### src/design/pwt_pkg.sv
// Shared constants, state encoding and control bundles of the partition weight tracker.
package pwt_pkg;

  localparam int NODE_COUNT  = 4096;
  localparam int PART_COUNT  = 16;
  localparam int TYPE_COUNT  = 4;
  localparam int WEIGHT_BITS = 32;

  localparam int NODE_BITS  = $clog2(NODE_COUNT);
  localparam int PART_BITS  = $clog2(PART_COUNT);
  localparam int HOME_BITS  = PART_BITS + 1;
  localparam int COUNT_BITS = NODE_BITS + 1;
  localparam int IN_W_BITS  = 16;

  // Home code of a node that belongs to no partition.
  localparam logic [HOME_BITS-1:0] UNASSIGNED = HOME_BITS'(PART_COUNT);

  // Command codes.
  localparam logic CMD_MOVE  = 1'b0;
  localparam logic CMD_CLEAR = 1'b1;

  typedef enum logic [1:0] {
    ST_IDLE,
    ST_HOME,
    ST_READ,
    ST_ADD
  } state_t;

  // Control word from the sequencer to every accumulator lane.
  typedef struct packed {
    logic                 clr;
    logic                 rd;
    logic                 sub_wr;
    logic                 add_wr;
    logic                 move;
    logic [PART_BITS-1:0] old_part;
    logic [PART_BITS-1:0] tgt_part;
  } lane_ctl_t;

  // Control word from the sequencer to the merge stage.
  typedef struct packed {
    logic                 load_clear;
    logic                 load_move;
    logic                 moved;
    logic [HOME_BITS-1:0] prior_part;
  } merge_ctl_t;

endpackage

### src/design/pwt_lane.sv
// One accumulator lane: a per-partition running sum with two read ports and one write port.
module pwt_lane #(
  parameter int WIDTH = 32
) (
  input  logic               clk,
  input  logic               rst,
  input  pwt_pkg::lane_ctl_t ctl,
  input  logic [WIDTH-1:0]   delta,
  input  logic               apply,
  output logic [WIDTH-1:0]   tgt_val
);
  import pwt_pkg::*;

  logic [WIDTH-1:0]      acc [PART_COUNT];
  logic [PART_COUNT-1:0] valid;
  logic [WIDTH-1:0]      old_q;
  logic [WIDTH-1:0]      tgt_q;
  logic                  wr;
  logic [PART_BITS-1:0]  wr_addr;
  logic [WIDTH-1:0]      wr_data;

  // The target figure after the step; the old figure loses the delta.
  assign tgt_val = tgt_q + ((ctl.move && apply) ? delta : '0);
  assign wr      = (ctl.sub_wr && apply) || ctl.add_wr;
  assign wr_addr = ctl.sub_wr ? ctl.old_part : ctl.tgt_part;
  assign wr_data = ctl.sub_wr ? (old_q - delta) : tgt_val;

  // Entries that were never written since a clear read as zero.
  always_ff @(posedge clk) begin
    if (rst || ctl.clr) begin
      valid <= '0;
    end else if (wr) begin
      valid[wr_addr] <= 1'b1;
    end
  end

  // Storage and registered reads of the old and target entries.
  always_ff @(posedge clk) begin
    if (wr) begin
      acc[wr_addr] <= wr_data;
    end
    if (ctl.rd) begin
      old_q <= valid[ctl.old_part] ? acc[ctl.old_part] : '0;
      tgt_q <= valid[ctl.tgt_part] ? acc[ctl.tgt_part] : '0;
    end
  end

endmodule

### config.mk
export PLATFORM = sky130hd
export DESIGN_NAME = pwt_lane
export DESIGN_NICKNAME = d
export VERILOG_FILES = /design/src/design/pwt_pkg.sv /design/src/design/pwt_lane.sv
export SDC_FILE = /design/constraint.sdc
export NUM_CORES = 1
export LEC_CHECK = 0
export BUFFER_PORTS_ARGS = -buffer_cell sky130_fd_sc_hd__buf_2
export CAP_MARGIN = 10
export CORE_ASPECT_RATIO = 1.2
export CORE_UTILIZATION = 30
export DETAILED_ROUTE_END_ITERATION = 7
export HOLD_SLACK_MARGIN = 0.15
export SYNTH_ARGS = -nofsm -noshare
export SYNTH_HDL_FRONTEND = slang
export SYNTH_SLANG_ARGS = --single-unit
### constraint.sdc
create_clock -name clk -period 4.7 [get_ports clk]
set_clock_uncertainty 0.15 [all_clocks]
set_input_delay 0.94 -clock clk [delete_from_list [all_inputs] [get_ports clk]]
set_output_delay 0.94 -clock clk [all_outputs]
set_load 0.005 [all_outputs]
==> reports/results.txt, run 1 <==
design area - 0.0351 mm^2
Post-synth ARST share - 0
Pwr Total - 12,500 uW
worst hold slack - 0.341 ns
mapped cell area - 0.0302 mm^2
Die ar. - 0.102 mm^2
DR pass1 iterations - 5
clk buf depth - 3
HP Start - valid[12]
reg2reg start - tgt_q[0]
vias per cell - 5.51
unique cell type count in the Yosys netlist - 72
initial antenna violation count - 4
Setup Crit Path Kind - input pin to output pin
Clock Latency Late Sink - 0.60 ns
register bit count reported by yosys - 592
top cells by count, synth - edfxtp_1, mux4_2, ha_1, nor2b_1, nand2_1
RSZ-0062 raised after global routing - true
1st-iter DRT viols - 2,046
Routed WL per cell - 26.4 um
reg2reg path depth - 12
CTS tree - done
leakage - 0.0118 uW
flop2flop setup slack - 0.82 ns
clock transition at the registers of the reported paths - 0.06 ns
hold-fix buffer count after cts - 0
placed instance area - 0.0331 mm^2
main flop type after synthesis - edfxtp_1
via count - 17.7k
Required @ worst endpoint - 3.61 ns
largest cells by area after synthesis - edfxtp_1, mux4_2, ha_1, nor2b_1, dfxtp_1
final setup fails - 0
die width - 292 um
CTS root buffer - clkbuf_16
maxcap violations - 0
Final min period - 4.60 ns
CP max stage cell - a211oi_4
CP most frequent cell - buf_8
first-pass GRT wire length - 126,000 um
Ports - 80
hold path cells - 1
post-route insts no fill - 3,222
status - finished, final reports clean
largest net degree at the start of global routing - 113
number of enable flip-flop cells after synthesis - 576
Ant. Diodes - 0
pins over their slew limit - 0
register area share after synthesis - 0.583
post-synthesis cell type with the largest combined area - edfxtp_1
startpoint types - input pin
die height - 350 um
Synth top area share - 0.573
Peak VDD IR - 301 uV
TritonCTS Sinks - 592
gpl congestion - 0.895
NumNets Final - 2,002
total CTS buffers - 52
crit-path cells - buf_8 -> buf_8 -> and3_4 -> buf_4 -> ha_4 -> a211oi_2 -> o21ai_2 -> o2111ai_4 -> buf_6 -> a21oi_4 -> a211oi_4 -> o31ai_4 -> xnor2_2 -> buf_2
RR Endpoint - acc[10][18]
Starting Density - 0.303
Layout area overhead - 16.3%
syn_area_per_cell - 17.5 um^2
overall routing resource usage - 0.166
routed wire length - 84,900 um
WHS Endpoint - valid[12]
Port Buffers - 79
TNS Setup - 0 ns
share of layout cells above drive strength 1 - 0.369
Core Area - 0.0998 mm^2
Hold Path Class - flop to flop
Synth Instances - 1,726
Worst-Margin Slew - 1.13 ns
top-count cell post-synth - edfxtp_1
Max Clock Freq - 217 MHz
final hold vios - 0
normalized max-slew margin - 0.243
pwr dens - 356 mW/mm^2
num rows - 127
DRT antenna net count - 0
Max FO, Critical Path - 11
htree depth - 2
DP HPWL - 54,000 um
Synthesis Warnings - 0
syn nets - 1,838
drt drc - 0
Largest stage delay, worst path - 0.34 ns
fin crit share - 0.978
total gr overflow - 0
CP Capture Type - output pin
number of global-route vias before repair - 18.8k
critical path data arrival time - 3.51 ns
placed cells - 3,124
## flip-flops by register name (all words and copies together) (netlist names)
name   cells
tgt_q     32
valid     16
acc      512
old_q     32
## critical path: cells and delay by family
| kind | cells | cell delay (ns) |
|---|---|---|
| compound gates | 6 | 1.20 |
| buf+inv | 5 | 0.73 |
| xor+xnor | 1 | 0.23 |
| simple gates | 1 | 0.18 |
| fa+ha+maj | 1 | 0.21 |
## per-stage QoR
stage	utilization	worst slack [ns]
5_1_grt	0.352	-0.00209
2_1_floorplan	-	0.380
3_5_place_dp	0.332	-0.278
6_report	0.352	0.102
4_1_cts	0.351	0.0117
3_3_place_gp	0.332	-0.265
## power breakdown
part	internal, uW	switching (uW)	total, uW
combinational	770	1090	1860
sequential	6160	59.5	6220
clock	2460	1960	4410
total	9390	3110	12500
## routing by layer
layer | global-route usage | share of wire | routed length, um | up-vias
met2 | 0.289 | 0.51 | 43400 | 730
met4 | 0.0454 | 0.024 | 2020 | 6
met1 | 0.217 | 0.40 | 34000 | 9391
li1 | - | - | - | 7487
met5 | 0 | 0.00048 | 41 | -
met3 | 0.0204 | 0.065 | 5500 | 134
## timing repair
action / 4_1_cts / 5_1_grt
hold endpoints to repair: 0 / 0
gates cloned: 0 / 0
pin swaps: 16 / 14
resized for setup: 34 / 13
endpoints found under the setup margin: 13 / 14
buffers inserted: 3 / 1
## layout make-up
class | instances | area, um^2
timing repair buffer | 215 | 1650
tap | 1290 | 1610
fill | 9289 | 64700
inverter | 50 | 188
sequential | 592 | 17600
clock inverter | 36 | 373
clock buffer | 60 | 1350
multi-input combinational | 979 | 12300
## worst max-delay path by stage
stage	slack, ns	startpoint	cells after the start	endpoint
after CTS	0.01	apply	13	tgt_val[26]
after global routing	-0.002	apply	13	tgt_val[26]
after detailed placement	-0.28	apply	15	acc[14][18]
after global placement	-0.27	apply	14	tgt_val[26]
final	0.10	ctl[8]	14	tgt_val[31]
after floorplan	0.38	ctl[8]	12	acc[0][26]
## cells by family after synthesis
| kind of cell | count (synthesis) | share of synthesized area |
|---|---|---|
| flops | 592 | 0.583 |
| mux | 348 | 0.252 |
| simple gates | 277 | 0.0475 |
| compound gates | 236 | 0.0531 |
| buf+inv | 155 | 0.0217 |
| fa+ha+maj | 64 | 0.0270 |
| xor+xnor | 54 | 0.0157 |
## cell usage in the layout, fill, tap and decap left out, types with 17 or more instances in the layout
cell type    n
buf_2       72
xnor2_1     28
nor2b_1     62
mux4_2     328
ha_1        55
nor2_4      17
buf_4      122
o21a_1      24
a21o_1      28
a21oi_1     57
o21ai_0     36
edfxtp_1   576
nor2_1      41
and3_1      27
nand2_1     60
clkbuf_16   53
xor2_1      22
inv_1       49
Note: power is estimated with default switching activity, not from simulation.
==> run 2: changes to the inputs <==
Settings changed: CORE_MARGIN from default to 3.
==> reports/results.txt, run 2 (synthesis gave the netlist of run 1 again) <==
Starting Density - 0.305 (+0.00192)
Hold Path Class - flop to flop
Clock Latency Late Sink - 0.60 ns (about the same)
gpl congestion - 0.866 (-3.2%)
total gr overflow - 0 (unchanged)
CTS root buffer - clkbuf_16
RR Endpoint - acc[15][28]
routed wire length - 85,600 um (+0.81%)
Core Area - 0.0992 mm^2 (-0.63%)
routing usage on met3 - 0.0210 (+0.000629)
die width - 296 um (+1.4%)
Die ar. - 0.105 mm^2 (+2.5%)
Port Buffers - 79 (unchanged)
GRT Max-Usage Layer - met2
die height - 354 um (+1.1%)
share of layout cells above drive strength 1 - 0.368 (-0.000898)
Largest regs - acc: 512 flops, old_q: 32 flops, tgt_q: 32 flops
initial antenna violation count - 7 (+3)
total CTS buffers - 55 (+5.8%)
clock transition at the registers of the reported paths - 0.06 ns (about the same)
htree depth - 2 (unchanged)
post-layout util - 0.355 (+0.00307)
Max FO, Critical Path - 10 (-1)
largest net degree at the start of global routing - 130 (+15%)
reg2reg path depth - 13 (+1)
Biggest register - acc
DP HPWL - 55,500 um (+2.8%)
flop2flop setup slack - 0.96 ns (+0.14 ns)
Final min period - 4.63 ns (+0.0334 ns)
vias per cell - 5.54 (+0.60%)
max reg flops - 512 (unchanged)
Peak VDD IR - 310 uV (+3.0%)
placed cells - 3,106 (-0.58%)
maxcap violations - 0 (unchanged)
DRT antenna net count - 0 (unchanged)
Worst-Margin Slew - 0.981 ns (-0.154 ns)
drt drc - 0 (unchanged)
num rows - 126 (-0.79%)
DR pass1 iterations - 7 (+2)
Required @ worst endpoint - 3.61 ns (about the same)
grt met2 use - 0.278 (-0.0110)
CTS tree - done
via count - 17.8k (+0.38%)
leading cell types in the layout, fill and taps excluded - edfxtp_1, mux4_2, buf_4, buf_2, nor2b_1
hold path cells - 1 (unchanged)
status - finished, final reports clean
TNS Setup - 0 ns (unchanged)
pins over their slew limit - 0 (unchanged)
post-route insts no fill - 3,215 (-0.22%)
reg2reg start - old_q[0]
CP Capture Type - output pin
TritonCTS Sinks - 592 (unchanged)
fin crit share - 0.985 (+0.00711)
post-route setup slack - 0.0684 ns (-0.0334 ns)
normalized max-slew margin - 0.343 (+0.0996)
Ports - 80 (unchanged)
NumNets Final - 2,002 (unchanged)
Layout area overhead - 16.5%
Worst setup endpoint - tgt_val[27]
dpl ws - -0.257 ns (+0.0210 ns)
Routed WL per cell - 26.6 um (+1.0%)
pwr dens - 359 mW/mm^2 (+1.0%)
Setup Crit Path Kind - input pin to output pin
critical path data arrival time - 3.54 ns (+0.03 ns)
Register Area - 0.0176 mm^2 (unchanged)
leakage - 0.0119 uW (+0.60%)
area of the multi-input gates - 0.0123 mm^2 (-0.40%)
startpoint types - input pin
1st-iter DRT viols - 1,902 (-7.0%)
Max Clock Freq - 216 MHz (-0.72%)
number of global-route vias before repair - 18.8k (+0.21%)
final hold vios - 0 (unchanged)
CP Launch Point - ctl[8]
final setup fails - 0 (unchanged)
first-pass GRT wire length - 126,000 um (+0.36%)
overall routing resource usage - 0.162 (-0.00374)
met1 GRT Util - 0.216 (-0.00123)
clk buf depth - 3 (unchanged)
# fillers - 9,156 (-1.4%)
most common cell after layout, fill and taps aside - edfxtp_1
run 2: cell types whose count changed in the layout (fill, tap and decap cells not counted), sizes merged:
cell / previous run / this run
clkinvlp: 5 / 4
clkbuf: 62 / 69
inv: 53 / 51
buf: 213 / 208
clkinv: 21 / 24
diode: 0 / 1
run 2: stage by stage:
| step | total power [uW] | area, um^2 | hold slack (ns) |
|---|---|---|---|
| finish | 12600 | 35200 | 0.341 |
| detailed placement | 8170 | 33000 | 0.328 |
| global route | 13100 | 35200 | 0.367 |
| CTS | 12700 | 35000 | 0.343 |
| global placement | 8120 | 33000 | 0.310 |
| floorplan | 7450 | 30200 | 0.302 |
run 2: worst min path at each step:
stage | from | to | slack (ns)
2_1_floorplan | valid[10] | valid[10] | 0.30
5_1_grt | valid[13] | valid[13] | 0.37
6_report | valid[10] | valid[10] | 0.34
3_5_place_dp | valid[10] | valid[10] | 0.33
4_1_cts | valid[10] | valid[10] | 0.34
3_3_place_gp | valid[2] | valid[2] | 0.31
run 2: worst max-delay path, cell delays in order:
cell       delay, ns
buf_6           0.13
buf_12          0.15
and3_1          0.20
ha_4            0.27
buf_4           0.12
o211ai_1        0.10
o21ai_2         0.23
o2111ai_4       0.18
buf_6           0.17
a21oi_4         0.18
a211oi_2        0.08
buf_4           0.16
nor2_1          0.13
xor2_1          0.28
buf_2           0.19
run 2: routing by layer:
layer  vias to the layer above  routed length, um
met5                         -                 30
met4                         4               2520
met3                       148               6750
met2                       800              43000
met1                      9374              33400
li1                       7490                  -
run 2: final cells by class:
type                       instances  area share
antenna                            1   0.0000711
clock buffer                      65      0.0414
clock inverter                    36      0.0104
inverter                          50     0.00533
multi-input combinational        979       0.349
sequential                       592       0.500
tap                             1280      0.0455
timing repair buffer             212      0.0481
run 2: timing repair:
action / in CTS / in global routing
cloned: 0 / 2
setup endpoints to repair: 9 / 10
hold buffers: 0 / 0
buffers inserted: 1 / 3
endpoints found under the hold margin: 0 / 0
pin swaps: 5 / 15
resized for setup: 20 / 30
run 2: report_power, final:
part	switching [uW]	total, uW	internal (uW)
registers	62.0	6220	6160
clock network	1970	4560	2600
logic	1090	1860	775
==> run 3: changes to the inputs <==
Settings changed: CORE_UTILIZATION 30 to 63, PLACE_DENSITY from default to 0.8.
==> reports/results.txt, run 3 (synthesis gave the netlist of run 1 again) <==
routed wire length - 83,900 um (-2.0%)
max reg flops - 512 (unchanged)
vias per cell - 7.29 (+32%)
CP Launch Point - ctl[8]
Register Area - 0.0176 mm^2 (unchanged)
final hold vios - 0 (unchanged)
flop2flop setup slack - 1.09 ns (+0.13 ns)
total gr overflow - 0 (unchanged)
hold-fix buffer count after cts - 0 (unchanged)
number of global-route vias before repair - 19.1k (+1.7%)
Final min period - 4.61 ns (-0.0187 ns)
leakage - 0.0115 uW (-3.1%)
reg2reg start - old_q[0]
normalized max-slew margin - 0.196 (-0.147)
Max FO, Critical Path - 16 (+6)
Required @ worst endpoint - 3.61 ns (about the same)
CP Capture Type - output pin
dpl ws - -0.0473 ns (+0.210 ns)
Largest regs - acc: 512 flops, old_q: 32 flops, tgt_q: 32 flops
final setup fails - 0 (unchanged)
# fillers - 2,889 (-68%)
NumNets Final - 1,962 (-2.0%)
Comb power frac - 0.149 (+0.002)
DRT antenna net count - 0 (unchanged)
Routed WL per cell - 33.3 um (+25%)
Net Sw Power - 3010 uW (-3.3%)
maxcap violations - 0 (unchanged)
Largest stage delay, worst path - 0.44 ns (+0.16 ns)
pins over their slew limit - 0 (unchanged)
largest net degree at the start of global routing - 50 (-62%)
num rows - 87 (-31%)
pwr dens - 360 mW/mm^2 (+0.14%)
Sw Ratio - 0.249 (+0.00228)
via count - 18.4k (+3.0%)
Worst-Margin Slew - 1.20 ns (+0.222 ns)
Port Buffers - 79 (unchanged)
routing usage on met3 - 0.0833 (+0.0623)
Peak VDD IR - 295 uV (-5.0%)
Layout area overhead - 11.5%
Starting Density - 0.639 (+0.335)
CTS tree - done
placed instance area - 0.0319 mm^2 (-3.6%)
worst hold slack - 0.332 ns (-0.00886 ns)
GRT Max-Usage Layer - met2
die width - 206 um (-30%)
htree depth - 2 (unchanged)
clock transition at the registers of the reported paths - 0.06 ns (about the same)
share of layout cells above drive strength 1 - 0.346 (-0.0216)
register share of total power - 0.514 (+0.022)
area of the multi-input gates - 0.0122 mm^2 (-0.28%)
most common cell after layout, fill and taps aside - edfxtp_1
design area - 0.0337 mm^2 (-4.3%)
CP max stage cell - a211oi_4
1st-iter DRT viols - 2,558 (+34%)
TNS Setup - 0 ns (unchanged)
first-pass GRT wire length - 123,000 um (-2.3%)
Max Clock Freq - 217 MHz (+0.41%)
post-route setup slack - 0.0871 ns (+0.0187 ns)
initial antenna violation count - 6 (-1)
total CTS buffers - 53 (-3.6%)
die height - 246 um (-30%)
grt met2 use - 0.553 (+0.275)
gpl congestion - 0.879 (+1.5%)
status - finished, final reports clean
overall routing resource usage - 0.338 (+0.176)
DR pass1 iterations - 5 (-2)
TritonCTS Sinks - 592 (unchanged)
Biggest register - acc
Hold Path Class - flop to flop
Ports - 80 (unchanged)
fin crit share - 0.981 (-0.00398)
leading cell types in the layout, fill and taps excluded - edfxtp_1, mux4_2, buf_4, buf_2, nor2b_1
DP HPWL - 52,100 um (-6.2%)
clk buf depth - 3 (unchanged)
Clock Latency Late Sink - 0.60 ns (about the same)
met1 GRT Util - 0.443 (+0.227)
Power Internal - 9110 uW (-4.5%)
drt drc - 0 (unchanged)
Clock power frac - 0.337 (-0.024)
Setup Crit Path Kind - input pin to output pin
Die ar. - 0.0506 mm^2 (-52%)
Core Area - 0.0472 mm^2 (-52%)
CTS root buffer - clkbuf_16
HP Start - valid[13]
startpoint types - input pin
post-layout util - 0.713 (+0.358)
crit-path cells - buf_2 -> buf_8 -> and3_1 -> ha_2 -> nand4_1 -> nor2_1 -> nand3_2 -> a211oi_4 -> nor2_4 -> o31ai_4 -> a22o_1 -> nor2_1 -> buf_2
critical path data arrival time - 3.52 ns (-0.02 ns)
-- run 3: path summary, 6_finish.rpt --
| path | to | depth (start not counted) |
|---|---|---|
| setup / recovery | tgt_val[26] | 13 |
| hold / removal | valid[13] | 1 |
| hold reg to reg | valid[13] | 1 |
| setup reg to reg | acc[6][28] | 13 |
-- run 3: routing by layer --
| metal | wire length (um) | up-vias |
|---|---|---|
| li1 | - | 7418 |
| met1 | 28400 | 9301 |
| met2 | 41300 | 1340 |
| met3 | 10200 | 289 |
| met4 | 3970 | 8 |
| met5 | 55 | - |
-- run 3: repair_timing --
| item | CTS | global route |
|---|---|---|
| setup endpoints to repair | 3 | 10 |
| gates resized for setup | 2 | 30 |
| setup buffers | 1 | 3 |
| pin swaps | 2 | 14 |
-- run 3: final cells by class --
cell class              instances  area share
clock inverters                27     0.00598
multi-input cells             979       0.364
well taps                     623      0.0231
clock buffers                  71      0.0417
inverters                      50     0.00557
flip-flops and latches        592       0.523
diodes                          1   0.0000743
repair buffers                174      0.0370
-- run 3: power groups by stage --
stage	sequential (uW)	combinational, uW	clock (uW)
floorplan	6310	1130	0
global placement	6320	1700	0
detailed placement	6340	1740	0
CTS	6230	1760	4100
global route	6240	1920	4270
finish	6230	1810	4080
-- run 3: metrics by stage --
| stage | cells | power (uW) |
|---|---|---|
| floorplan | 1726 | 7450 |
| global placement | 2414 | 8020 |
| detailed placement | 2414 | 8070 |
| CTS | 2513 | 12100 |
| global route | 2516 | 12400 |
| finish | 2517 | 12100 |
-- run 3: worst max-delay path, delay by kind of cell --
kind	cells	cell delay [ns]
adder cells (fa/ha/maj)	1	0.37
AND/OR/NAND/NOR	6	0.79
AO/OA/AOI/OAI	3	1.01
buffers and inverters	3	0.41
